--- src/rtl/ir_remote_frame_transmitter_macros.svh ---
// Assertion macros shared by the infrared remote frame transmitter.
`ifndef IR_REMOTE_FRAME_TRANSMITTER_MACROS_SVH
`define IR_REMOTE_FRAME_TRANSMITTER_MACROS_SVH

// The consequent must hold in the same cycle as the antecedent.
`define IRTX_ASSERT_SAME(lbl, clk, rst_n, ante, cons) \
	lbl: assert property (@(posedge clk) disable iff (!rst_n) (ante) |-> (cons)) \
		else $error("irtx check failed");

// The consequent must hold in the cycle after the antecedent.
`define IRTX_ASSERT_NEXT(lbl, clk, rst_n, ante, cons) \
	lbl: assert property (@(posedge clk) disable iff (!rst_n) (ante) |=> (cons)) \
		else $error("irtx check failed");

`endif

--- src/rtl/irtx_pkg.sv ---
// Shared constants and types of the infrared remote frame transmitter.
`timescale 1ns / 1ps
package irtx_pkg;
	localparam int FRAME_BYTES = 6;
	localparam int DATA_W = 48;
	localparam int UNIT_W = 8;
	localparam logic [5:0] BITS_INIT = 6'(FRAME_BYTES * 8 - 1);
	localparam logic [UNIT_W-1:0] UNIT_RESET = 8'd16;
	localparam logic [4:0] SYNC_MARK_UNITS = 5'd8;
	localparam logic [4:0] SYNC_SPACE_UNITS = 5'd4;
	localparam logic [4:0] ONE_SPACE_UNITS = 5'd3;
	localparam logic [4:0] SHORT_UNITS = 5'd1;
	localparam logic [4:0] STOP_SPACE_UNITS = 5'd16;
	localparam logic REG_UNIT_PERIODS = 1'b0;
	localparam logic CMD_TICK = 1'b0;
	localparam logic CMD_START = 1'b1;

	typedef struct packed {
		logic frame_done;
		logic accepted;
		logic busy_res;
		logic ir_mark;
	} res_t;
endpackage

--- src/rtl/irtx_apb.sv ---
// Configuration register file with an APB-style access port.
`timescale 1ns / 1ps
module irtx_apb import irtx_pkg::*; (
	input  logic              clk,
	input  logic              arst_n,
	input  logic              psel,
	input  logic              penable,
	input  logic              pwrite,
	input  logic [2:0]        paddr,
	input  logic [31:0]       pwdata,
	output logic [31:0]       prdata,
	output logic              pready,
	output logic [UNIT_W-1:0] unit_periods
);
	logic [UNIT_W-1:0] unit_q;

	assign pready = 1'b1;

	always_ff @(posedge clk or negedge arst_n) begin
		if (!arst_n) begin
			unit_q <= UNIT_RESET;
		end else if (psel && penable && pwrite && pready && paddr[2] == REG_UNIT_PERIODS) begin
			unit_q <= pwdata[UNIT_W-1:0];
		end
	end

	assign prdata = (paddr[2] == REG_UNIT_PERIODS) ? {24'd0, unit_q} : 32'd0;
	assign unit_periods = unit_q;
endmodule

--- src/rtl/irtx_seq.sv ---
// Frame sequencer: segment, unit and tick counters and the data shift register.
`timescale 1ns / 1ps
`include "ir_remote_frame_transmitter_macros.svh"
module irtx_seq import irtx_pkg::*; (
	input  logic              clk,
	input  logic              arst_n,
	input  logic              step,
	input  logic              cmd,
	input  logic [DATA_W-1:0] frame_data,
	input  logic [UNIT_W-1:0] unit_periods,
	output res_t              res
);
	typedef enum logic [2:0] {
		PH_IDLE       = 3'd0,
		PH_SYNC_MARK  = 3'd1,
		PH_SYNC_SPACE = 3'd2,
		PH_BIT_MARK   = 3'd3,
		PH_BIT_SPACE  = 3'd4,
		PH_STOP_MARK  = 3'd5,
		PH_STOP_SPACE = 3'd6
	} phase_t;

	phase_t            phase_q, phase_d;
	logic [DATA_W-1:0] data_q, data_d;
	logic [5:0]        bits_q, bits_d;
	logic [4:0]        units_q, units_d;
	logic [UNIT_W-1:0] ticks_q, ticks_d;
	logic [UNIT_W-1:0] unit_len;
	logic              active;

	assign unit_len = (unit_periods == '0) ? UNIT_W'(1) : unit_periods;
	assign active = (phase_q != PH_IDLE);

	always_comb begin
		phase_d = phase_q;
		data_d = data_q;
		bits_d = bits_q;
		units_d = units_q;
		ticks_d = ticks_q;
		res = '0;
		if (cmd == CMD_START) begin
			res.busy_res = 1'b1;
			if (!active) begin
				res.accepted = 1'b1;
				data_d = frame_data;
				bits_d = BITS_INIT;
				phase_d = PH_SYNC_MARK;
				units_d = SYNC_MARK_UNITS;
				ticks_d = unit_len;
			end
		end else if (active) begin
			res.busy_res = 1'b1;
			res.ir_mark = (phase_q == PH_SYNC_MARK) || (phase_q == PH_BIT_MARK) ||
				(phase_q == PH_STOP_MARK);
			if (ticks_q > UNIT_W'(1)) begin
				ticks_d = ticks_q - UNIT_W'(1);
			end else if (units_q > 5'd1) begin
				units_d = units_q - 5'd1;
				ticks_d = unit_len;
			end else begin
				ticks_d = unit_len;
				case (phase_q)
					PH_SYNC_MARK: begin
						phase_d = PH_SYNC_SPACE;
						units_d = SYNC_SPACE_UNITS;
					end
					PH_SYNC_SPACE: begin
						phase_d = PH_BIT_MARK;
						units_d = SHORT_UNITS;
					end
					PH_BIT_MARK: begin
						phase_d = PH_BIT_SPACE;
						units_d = data_q[0] ? ONE_SPACE_UNITS : SHORT_UNITS;
					end
					PH_BIT_SPACE: begin
						data_d = {1'b0, data_q[DATA_W-1:1]};
						units_d = SHORT_UNITS;
						if (bits_q == '0) begin
							phase_d = PH_STOP_MARK;
						end else begin
							bits_d = bits_q - 6'd1;
							phase_d = PH_BIT_MARK;
						end
					end
					PH_STOP_MARK: begin
						phase_d = PH_STOP_SPACE;
						units_d = STOP_SPACE_UNITS;
					end
					default: begin
						phase_d = PH_IDLE;
						units_d = '0;
						ticks_d = '0;
						res.frame_done = 1'b1;
					end
				endcase
			end
		end
	end

	always_ff @(posedge clk or negedge arst_n) begin
		if (!arst_n) begin
			phase_q <= PH_IDLE;
			data_q <= '0;
			bits_q <= '0;
			units_q <= '0;
			ticks_q <= '0;
		end else if (step) begin
			phase_q <= phase_d;
			data_q <= data_d;
			bits_q <= bits_d;
			units_q <= units_d;
			ticks_q <= ticks_d;
		end
	end

	`IRTX_ASSERT_NEXT(a_start_loads, clk, arst_n, step && res.accepted, phase_q == PH_SYNC_MARK)
	`IRTX_ASSERT_SAME(a_done_in_stop, clk, arst_n, res.frame_done, phase_q == PH_STOP_SPACE)
	`IRTX_ASSERT_SAME(a_ticks_live, clk, arst_n, phase_q != PH_IDLE, ticks_q != '0 && units_q != '0)
	`IRTX_ASSERT_SAME(a_units_max, clk, arst_n, 1'b1, units_q <= STOP_SPACE_UNITS)
endmodule

--- src/rtl/irtx_out.sv ---
// Result register that holds one word until the downstream side takes it.
`timescale 1ns / 1ps
module irtx_out import irtx_pkg::*; (
	input  logic       clk,
	input  logic       arst_n,
	input  logic       in_valid,
	output logic       in_ready,
	input  res_t       res,
	output logic       m_tvalid,
	input  logic       m_tready,
	output logic [7:0] m_tdata,
	output logic       m_tlast
);
	logic valid_q;
	res_t res_q;

	assign in_ready = !valid_q || m_tready;

	always_ff @(posedge clk or negedge arst_n) begin
		if (!arst_n) begin
			valid_q <= 1'b0;
		end else if (in_ready) begin
			valid_q <= in_valid;
		end
	end

	always_ff @(posedge clk) begin
		if (in_valid && in_ready) begin
			res_q <= res;
		end
	end

	assign m_tvalid = valid_q;
	assign m_tdata = {5'd0, res_q.accepted, res_q.busy_res, res_q.ir_mark};
	assign m_tlast = res_q.frame_done;
endmodule

--- src/rtl/ir_remote_frame_transmitter.sv ---
// Top level of the infrared remote frame transmitter.
`timescale 1ns / 1ps
// Each input word is either one carrier-period tick or a start command that loads a
// 48-bit frame; every word yields exactly one output word giving the mark/space
// envelope for that tick and the busy, accepted and frame-done flags. A start that
// arrives while a frame is running is refused. The block takes one word per clock
// cycle while the output side keeps up: the sequencer counters update in the accepting
// cycle and the result is loaded into the output register at the same clock edge; a
// new word is let in only while that register is empty or its word is being taken.
// The time unit is set by the unit_periods register at address 0 (0 acts as 1).
module ir_remote_frame_transmitter import irtx_pkg::*; (
	input  logic        clk,
	input  logic        arst_n,
	input  logic        s_tvalid,
	output logic        s_tready,
	input  logic [47:0] s_tdata,  // frame_data
	input  logic [0:0]  s_tuser,  // command
	output logic        m_tvalid,
	input  logic        m_tready,
	output logic [7:0]  m_tdata,  // ir_mark, busy_res, accepted, zero fill
	output logic        m_tlast,  // frame_done
	input  logic        psel,
	input  logic        penable,
	input  logic        pwrite,
	input  logic [2:0]  paddr,
	input  logic [31:0] pwdata,
	output logic [31:0] prdata,
	output logic        pready
);
	logic [UNIT_W-1:0] unit_periods;
	res_t              res;
	logic              step;

	assign step = s_tvalid && s_tready;

	irtx_apb u_apb (
		.clk(clk),
		.arst_n(arst_n),
		.psel(psel),
		.penable(penable),
		.pwrite(pwrite),
		.paddr(paddr),
		.pwdata(pwdata),
		.prdata(prdata),
		.pready(pready),
		.unit_periods(unit_periods)
	);

	irtx_seq u_seq (
		.clk(clk),
		.arst_n(arst_n),
		.step(step),
		.cmd(s_tuser[0]),
		.frame_data(s_tdata),
		.unit_periods(unit_periods),
		.res(res)
	);

	irtx_out u_out (
		.clk(clk),
		.arst_n(arst_n),
		.in_valid(s_tvalid),
		.in_ready(s_tready),
		.res(res),
		.m_tvalid(m_tvalid),
		.m_tready(m_tready),
		.m_tdata(m_tdata),
		.m_tlast(m_tlast)
	);
endmodule

--- config.mk ---
export PLATFORM = sky130hd
export DESIGN_NAME = ir_remote_frame_transmitter
export DESIGN_NICKNAME = d
export VERILOG_FILES = /design/src/rtl/irtx_pkg.sv /design/src/rtl/irtx_apb.sv /design/src/rtl/irtx_seq.sv /design/src/rtl/irtx_out.sv /design/src/rtl/ir_remote_frame_transmitter.sv
export VERILOG_INCLUDE_DIRS = /design/src /design/src/rtl
export SDC_FILE = /design/constraint.sdc
export NUM_CORES = 1
export LEC_CHECK = 0
export BUFFER_PORTS_ARGS = -buffer_cell sky130_fd_sc_hd__buf_2
export CORE_ASPECT_RATIO = 0.5
export CORE_UTILIZATION = 56
export DETAILED_ROUTE_END_ITERATION = 7
export PLACE_DENSITY = 0.93
export SYNTH_ARGS = -nofsm -noshare
export SYNTH_HDL_FRONTEND = slang
export SYNTH_SLANG_ARGS = --single-unit
--- constraint.sdc ---
create_clock -name clk -period 4.1 [get_ports clk]
set_input_delay 0.205 -clock clk [delete_from_list [all_inputs] [get_ports clk]]
set_output_delay 0.205 -clock clk [all_outputs]
set_load 0.02 [all_outputs]
# ---- Word level (Yosys, flattened, before mapping)
# Index checks and enable logic that the tools add are counted.
dict set report word_totals {
  input_bits 91
  output_inout_bits 44
  elab_cells 87
  reg_bits 83
}
dict set report classes {
  n_reduce_logical 22
  mux 38
  n_eq_ne 9
  n_addsub 3
  n_lt_le_gt_ge 2
  n_bitwise 2
}
# operator count
set ops {}
lappend ops {{48-bit 2-to-1 mux} 6}
lappend ops {{8-bit 2-to-1 mux} 8}
lappend ops {{6-bit 2-to-1 mux} 7}
lappend ops {{5-bit 2-to-1 mux} 5}
lappend ops {{5-bit case mux with 4 select lines} 1}
lappend ops {{3-bit 2-to-1 mux} 6}
lappend ops {{3-bit case mux with 5 select lines} 1}
lappend ops {{8-bit by 1-bit > comparator with 1-bit output, second input constant} 1}
lappend ops {{8-bit logical NOT} 1}
lappend ops {{2-bit != test, second input constant} 4}
lappend ops {{8-bit by 1-bit subtractor with 8-bit output, second input constant} 1}
lappend ops {{7-bit AND reduction} 1}
lappend ops {{3-bit by 2-bit == test with 1-bit output, second input constant} 2}
lappend ops {{3-bit == test, second input constant} 2}
lappend ops {{6-bit logical NOT} 1}
lappend ops {{6-bit AND reduction} 1}
lappend ops {{6-bit by 1-bit subtractor with 6-bit output, second input constant} 1}
lappend ops {{5-bit by 1-bit > comparator with 1-bit output, second input constant} 1}
lappend ops {{5-bit AND reduction} 1}
lappend ops {{5-bit OR reduction} 1}
lappend ops {{5-bit by 1-bit subtractor with 5-bit output, second input constant} 1}
lappend ops {{1-bit logical AND} 4}
lappend ops {{2-bit 2-to-1 mux} 2}
lappend ops {{4-bit AND reduction} 1}
lappend ops {{other kinds (10)} 16}

# ---- Depth between registers and ports, before layout
dict set report logic_depth {
  word_depth 7
  depth_mapped 9
}

# ---- Cells and area by module
# From an unflattened synthesis, not the netlist that was laid out.
dict set report hier_totals {
  cells_unflattened 473
  hier_area_um2 4468.0
}
# mod cells_each n_inst seq_area_each_um2 area_per_inst_um2
set by_module_without_submodules {}
lappend by_module_without_submodules {irtx_seq 406 1 1751.7 3666.0}
lappend by_module_without_submodules {irtx_apb 52 1 201.4 580.6}
lappend by_module_without_submodules {irtx_out 14 1 145.1 215.2}
lappend by_module_without_submodules {ir_remote_frame_transmitter 1 1 0.0 6.3}

# ---- Worst setup path after synthesis
# Ideal clock, no wire load.
dict set report synth_path {
  path_type {register to register}
  from {register u_seq.phase_q[1]}
  to {register u_seq.ticks_q[4]}
  t_arrival_ps 2335
  n_path_buf 1
  setup_slack_ps 1696
  stages_incl_launch_ff 8
  required_ps 4031
  cell_sequence {dfrtp_1 -> clkbuf_1 -> or3_1 -> ha_1 -> nand3b_1 -> nor2_1 -> or4b_2 -> nand3_1}
}
# element line
set synth_rtl {}
lappend synth_rtl {{start, declared} irtx_seq.sv:23} ;# phase_t phase_q, phase_d;
lappend synth_rtl {{start signal, assigned} irtx_seq.sv:108} ;# phase_q <= phase_d;
lappend synth_rtl {{3-bit nonzero test (*)} irtx_seq.sv:32} ;# assign active = (phase_q != PH_IDLE);
lappend synth_rtl {{via u_seq.active} irtx_seq.sv:29} ;# logic active;
lappend synth_rtl {{2-bit != test (no source line) / 2-bit nonzero test (equally long branches)} --}
lappend synth_rtl {{3-bit AND reduction (no source line) (*)} --}
lappend synth_rtl {{end signal, assigned} irtx_seq.sv:112} ;# ticks_q <= ticks_d;
lappend synth_rtl {{end, declared} irtx_seq.sv:27} ;# logic [UNIT_W-1:0] ticks_q, ticks_d;
# Mark *: on every way through the listed nets, which the timed path passes. The rest lies on a longest branch. The select of a mux whose other input is x is not followed.
# A chain may end at the register's enable or synchronous reset.

# ---- Worst setup path after layout
dict set report layout_path {
  from {register u_seq.ticks_q[3]}
  to {register u_seq.data_q[47]}
}
dict set report layout_between {
  elab_chain_cells 3
}
# element line
set layout_rtl {}
lappend layout_rtl {{8-bit by 1-bit > comparator with 1-bit output} irtx_seq.sv:55} ;# if (ticks_q > UNIT_W'(1)) begin
lappend layout_rtl {{2-bit != test (no source line)} --}
lappend layout_rtl {{6-bit AND reduction (no source line)} --}
lappend layout_rtl {{end signal, assigned} irtx_seq.sv:109} ;# data_q <= data_d;
lappend layout_rtl {{end, declared} irtx_seq.sv:24} ;# logic [DATA_W-1:0] data_q, data_d;
# Every way passes these cells.

==> impl_metrics.json <==
{
  "run_status": "finished clean",
  "rsz0062_at_grt": "false",
  "die_x_um": 130,
  "wire_per_inst_um": 16.1,
  "slew_viol_final": 0,
  "worstPathCellList": "or4_4, nor4_4, buf_4, a31o_4, nand2_2, a32o_1",
  "cts_buffers": 9,
  "met1_usage_pct": 33.3,
  "clock_skew_ns": 0.00329,
  "grt_pass1_vias": 3699,
  "synth.distinct_cells": 58,
  "yosys_warnings": 0,
  "final_nets": 634,
  "fin_tns_setup_ns": 0,
  "period_minus_slack_ns": 2.78,
  "clkLatencyLatePin_ns": 0.34,
  "r2r-start": "u_seq.ticks_q[3]$_DFFE_PN0P_",
  "end_kind": "register",
  "synth_cells": 473,
  "htree_levels": 3,
  "core_um2": 7620,
  "power_density_nw_per_um2": 599,
  "ios": 135,
  "slowest_stage": "or4_4",
  "io_buffers": 78,
  "peakVddDrop_mv": 0.303,
  "startpoint_type": "register",
  "grt_pass1_wl_um": 17300,
  "hold_ws_ns": 0.0125,
  "met3_usage_pct": 7.28,
  "cp_max_fo": 49,
  "synth-edff-count": 4,
  "fmax_ghz": 0.360,
  "syn2layout_area_growth_pct": 13.1,
  "synth-seq-cells": 83,
  "grt-busiest-layer": "met2",
  "drc": 0,
  "synthFlopType": "dfrtp_1",
  "syn_area_um2": 4600,
  "cp.arrival_ns": 3.00,
  "hold_class": "input pin to async pin",
  "drt-initial-drc-count": 338,
  "post_cts_buffers": 0,
  "gp_congestion": 0.880,
  "ff2ff_path_depth": 6,
  "max_stage_delay_ns": 0.60,
  "hold_viol": 0,
  "insertedDiodeCount": 0,
  "rows": 22,
  "cts_tree": "yes",
  "slew_headroom_pct": 28.0,
  "use_met2_pct": 43.7,
  "via_per_inst": 5.93,
  "worst-slew-pin-transition_ns": 1.08,
  "root_buffer": "clkbuf_16",
  "drt_wl_total_um": 10400,
  "cts_hold_buf": 0,
  "dpl.hpwl_um": 6400,
  "grt_usage_pct": 26.7,
  "num_vias": 3838,
  "cap_viol_max_count": 0,
  "antenna_found_initial": 0,
  "finalSetupViolCount": 0,
  "ys_seq_area_share_pct": 45.6,
  "ant_nets": 0,
  "path_class": "register to register",
  "drive_gt1_share_pct": 21.3,
  "firstDrtPassIters": 5,
  "cts_resized": 0,
  "dieHeight_um": 66.1,
  "startpoint": "u_seq.ticks_q[3]$_DFFE_PN0P_",
  "cts.sinks": 83,
  "cts_buffer_depth": 2,
  "clk_pin_slew_ns": 0.06,
  "avgSynthCellArea_um2": 9.73,
  "fin_crit_sh_pct": 67.8,
  "dieArea_um2": 8610,
  "async_reset_ff_share_pct": 95.2,
  "start_util_pct": 60.4,
  "cp.required_ns": 4.32,
  "overflow": 0,
  "fill_cells": 578,
  "grt_max_degree": 80,
  "leakagePower_nw": 2.42
}
## registers in the layout (all words and copies together) (netlist names)
name,cells
u_seq.data_q,48
u_apb.unit_periods,8
u_seq.ticks_q,8
u_seq.bits_q,6
u_seq.units_q,5
u_out.m_tdata,3
u_seq.phase_q,3
u_out.m_tlast,1
u_out.m_tvalid,1
## logic make-up (layout without fill, tap and decap cells)
kind of cell	after synthesis	in the layout	share of synthesized area, %
adders and majority gates	8	8	2.17
DFF	83	83	45.6
AOI/OAI and AO/OA	153	153	18.9
buffers and inverters	73	111	8.62
xor gates and xnor gates	2	2	0.381
other	2	30	0.163
and+or+nand+nor	95	95	11.5
muxes	57	57	12.6
## report_power, final
part | internal, mW | switching (mW)
Sequential | 1.14 | 0.246
Combinational | 0.396 | 0.610
Clock | 0.420 | 0.307
Total | 1.95 | 1.16
## area by class of cell
| class | instances | area (um^2) | area share (%) |
|---|---|---|---|
| Clock buffer | 12 | 246 | 4.74 |
| Clock inverter | 3 | 15.0 | 0.288 |
| Inverter | 13 | 48.8 | 0.938 |
| Multi-Input combinational cell | 345 | 2230 | 42.8 |
| Sequential cell | 83 | 2100 | 40.3 |
| Tap cell | 108 | 135 | 2.60 |
| Timing Repair Buffer | 83 | 433 | 8.32 |
## through the flow
stage / utilization, % / cells / power (mW) / area [um^2] / worst slack [ns]
3_3_place_gp: 64.8 / 632 / 2.27 / 4940 / 1.40
6_report: 68.3 / 647 / 3.12 / 5200 / 1.32
5_1_grt: 68.3 / 647 / 3.33 / 5200 / 1.15
4_1_cts: 68.3 / 647 / 3.11 / 5200 / 1.37
2_1_floorplan: - / 501 / 2.08 / 4710 / 1.70
3_5_place_dp: 64.8 / 632 / 2.35 / 4940 / 1.38
## synth_stat cells, types with 4 or more instances
| cell | n | area [um^2] |
|---|---|---|
| mux2_2 | 9 | 101 |
| nor2_1 | 16 | 60.1 |
| o21ai_0 | 103 | 515 |
| nor2b_1 | 11 | 68.8 |
| clkbuf_1 | 27 | 101 |
| dfrtp_1 | 78 | 1950 |
| nor4_1 | 4 | 25.0 |
| edfxtp_1 | 4 | 120 |
| o21ai_1 | 4 | 20.0 |
| a21oi_1 | 13 | 65.1 |
| a31oi_1 | 6 | 37.5 |
| mux2i_1 | 48 | 480 |
| nand3_1 | 6 | 30.0 |
| nor3_1 | 15 | 75.1 |
| inv_1 | 13 | 48.8 |
| buf_4 | 30 | 225 |
| nand2_1 | 17 | 63.8 |
| ha_1 | 8 | 100 |
## per-layer routing
metal	vias to the layer above	wire, um
li1	1767	-
met4	0	240
met3	25	612
met5	-	0
met1	1875	4500
met2	171	5060
## worst max-delay path: cells and delay by family, from the launching register on
kind                   cells  cell delay [ns]
AND/OR/NAND/NOR            3             1.28
AO/OA/AOI/OAI              2             0.65
flip-flops                 1             0.45
buffers and inverters      1             0.26
## layout by cell type (no fill, tap or decap), drive strengths merged, types with 4 or more instances in the layout
master,n
buf,83
mux2i,48
o21ai,108
nor2,16
dfrtp,78
nand2,18
nand3,6
inv,13
nor3,15
clkbuf,12
mux2,9
a31oi,6
edfxtp,4
nor2b,11
ha,8
a21oi,13
conb,30
nor4,5
## final timing paths
kind | slack, ns | to
worst max-delay path | 1.32 | u_seq.data_q[47]$_DFFE_PN0P_
worst min-delay path | 0.01 | u_seq.data_q[40]$_DFFE_PN0P_
worst max register to register | 1.32 | u_seq.data_q[47]$_DFFE_PN0P_
worst min register to register | 0.50 | u_seq.data_q[20]$_DFFE_PN0P_
max in group asynchronous | 3.43 | u_seq.ticks_q[6]$_DFFE_PN0P_
min in group clk | 0.10 | u_apb.unit_periods[5]$_DFFE_PN0P_
No activity file was read; power rests on OpenSTA's default activity.
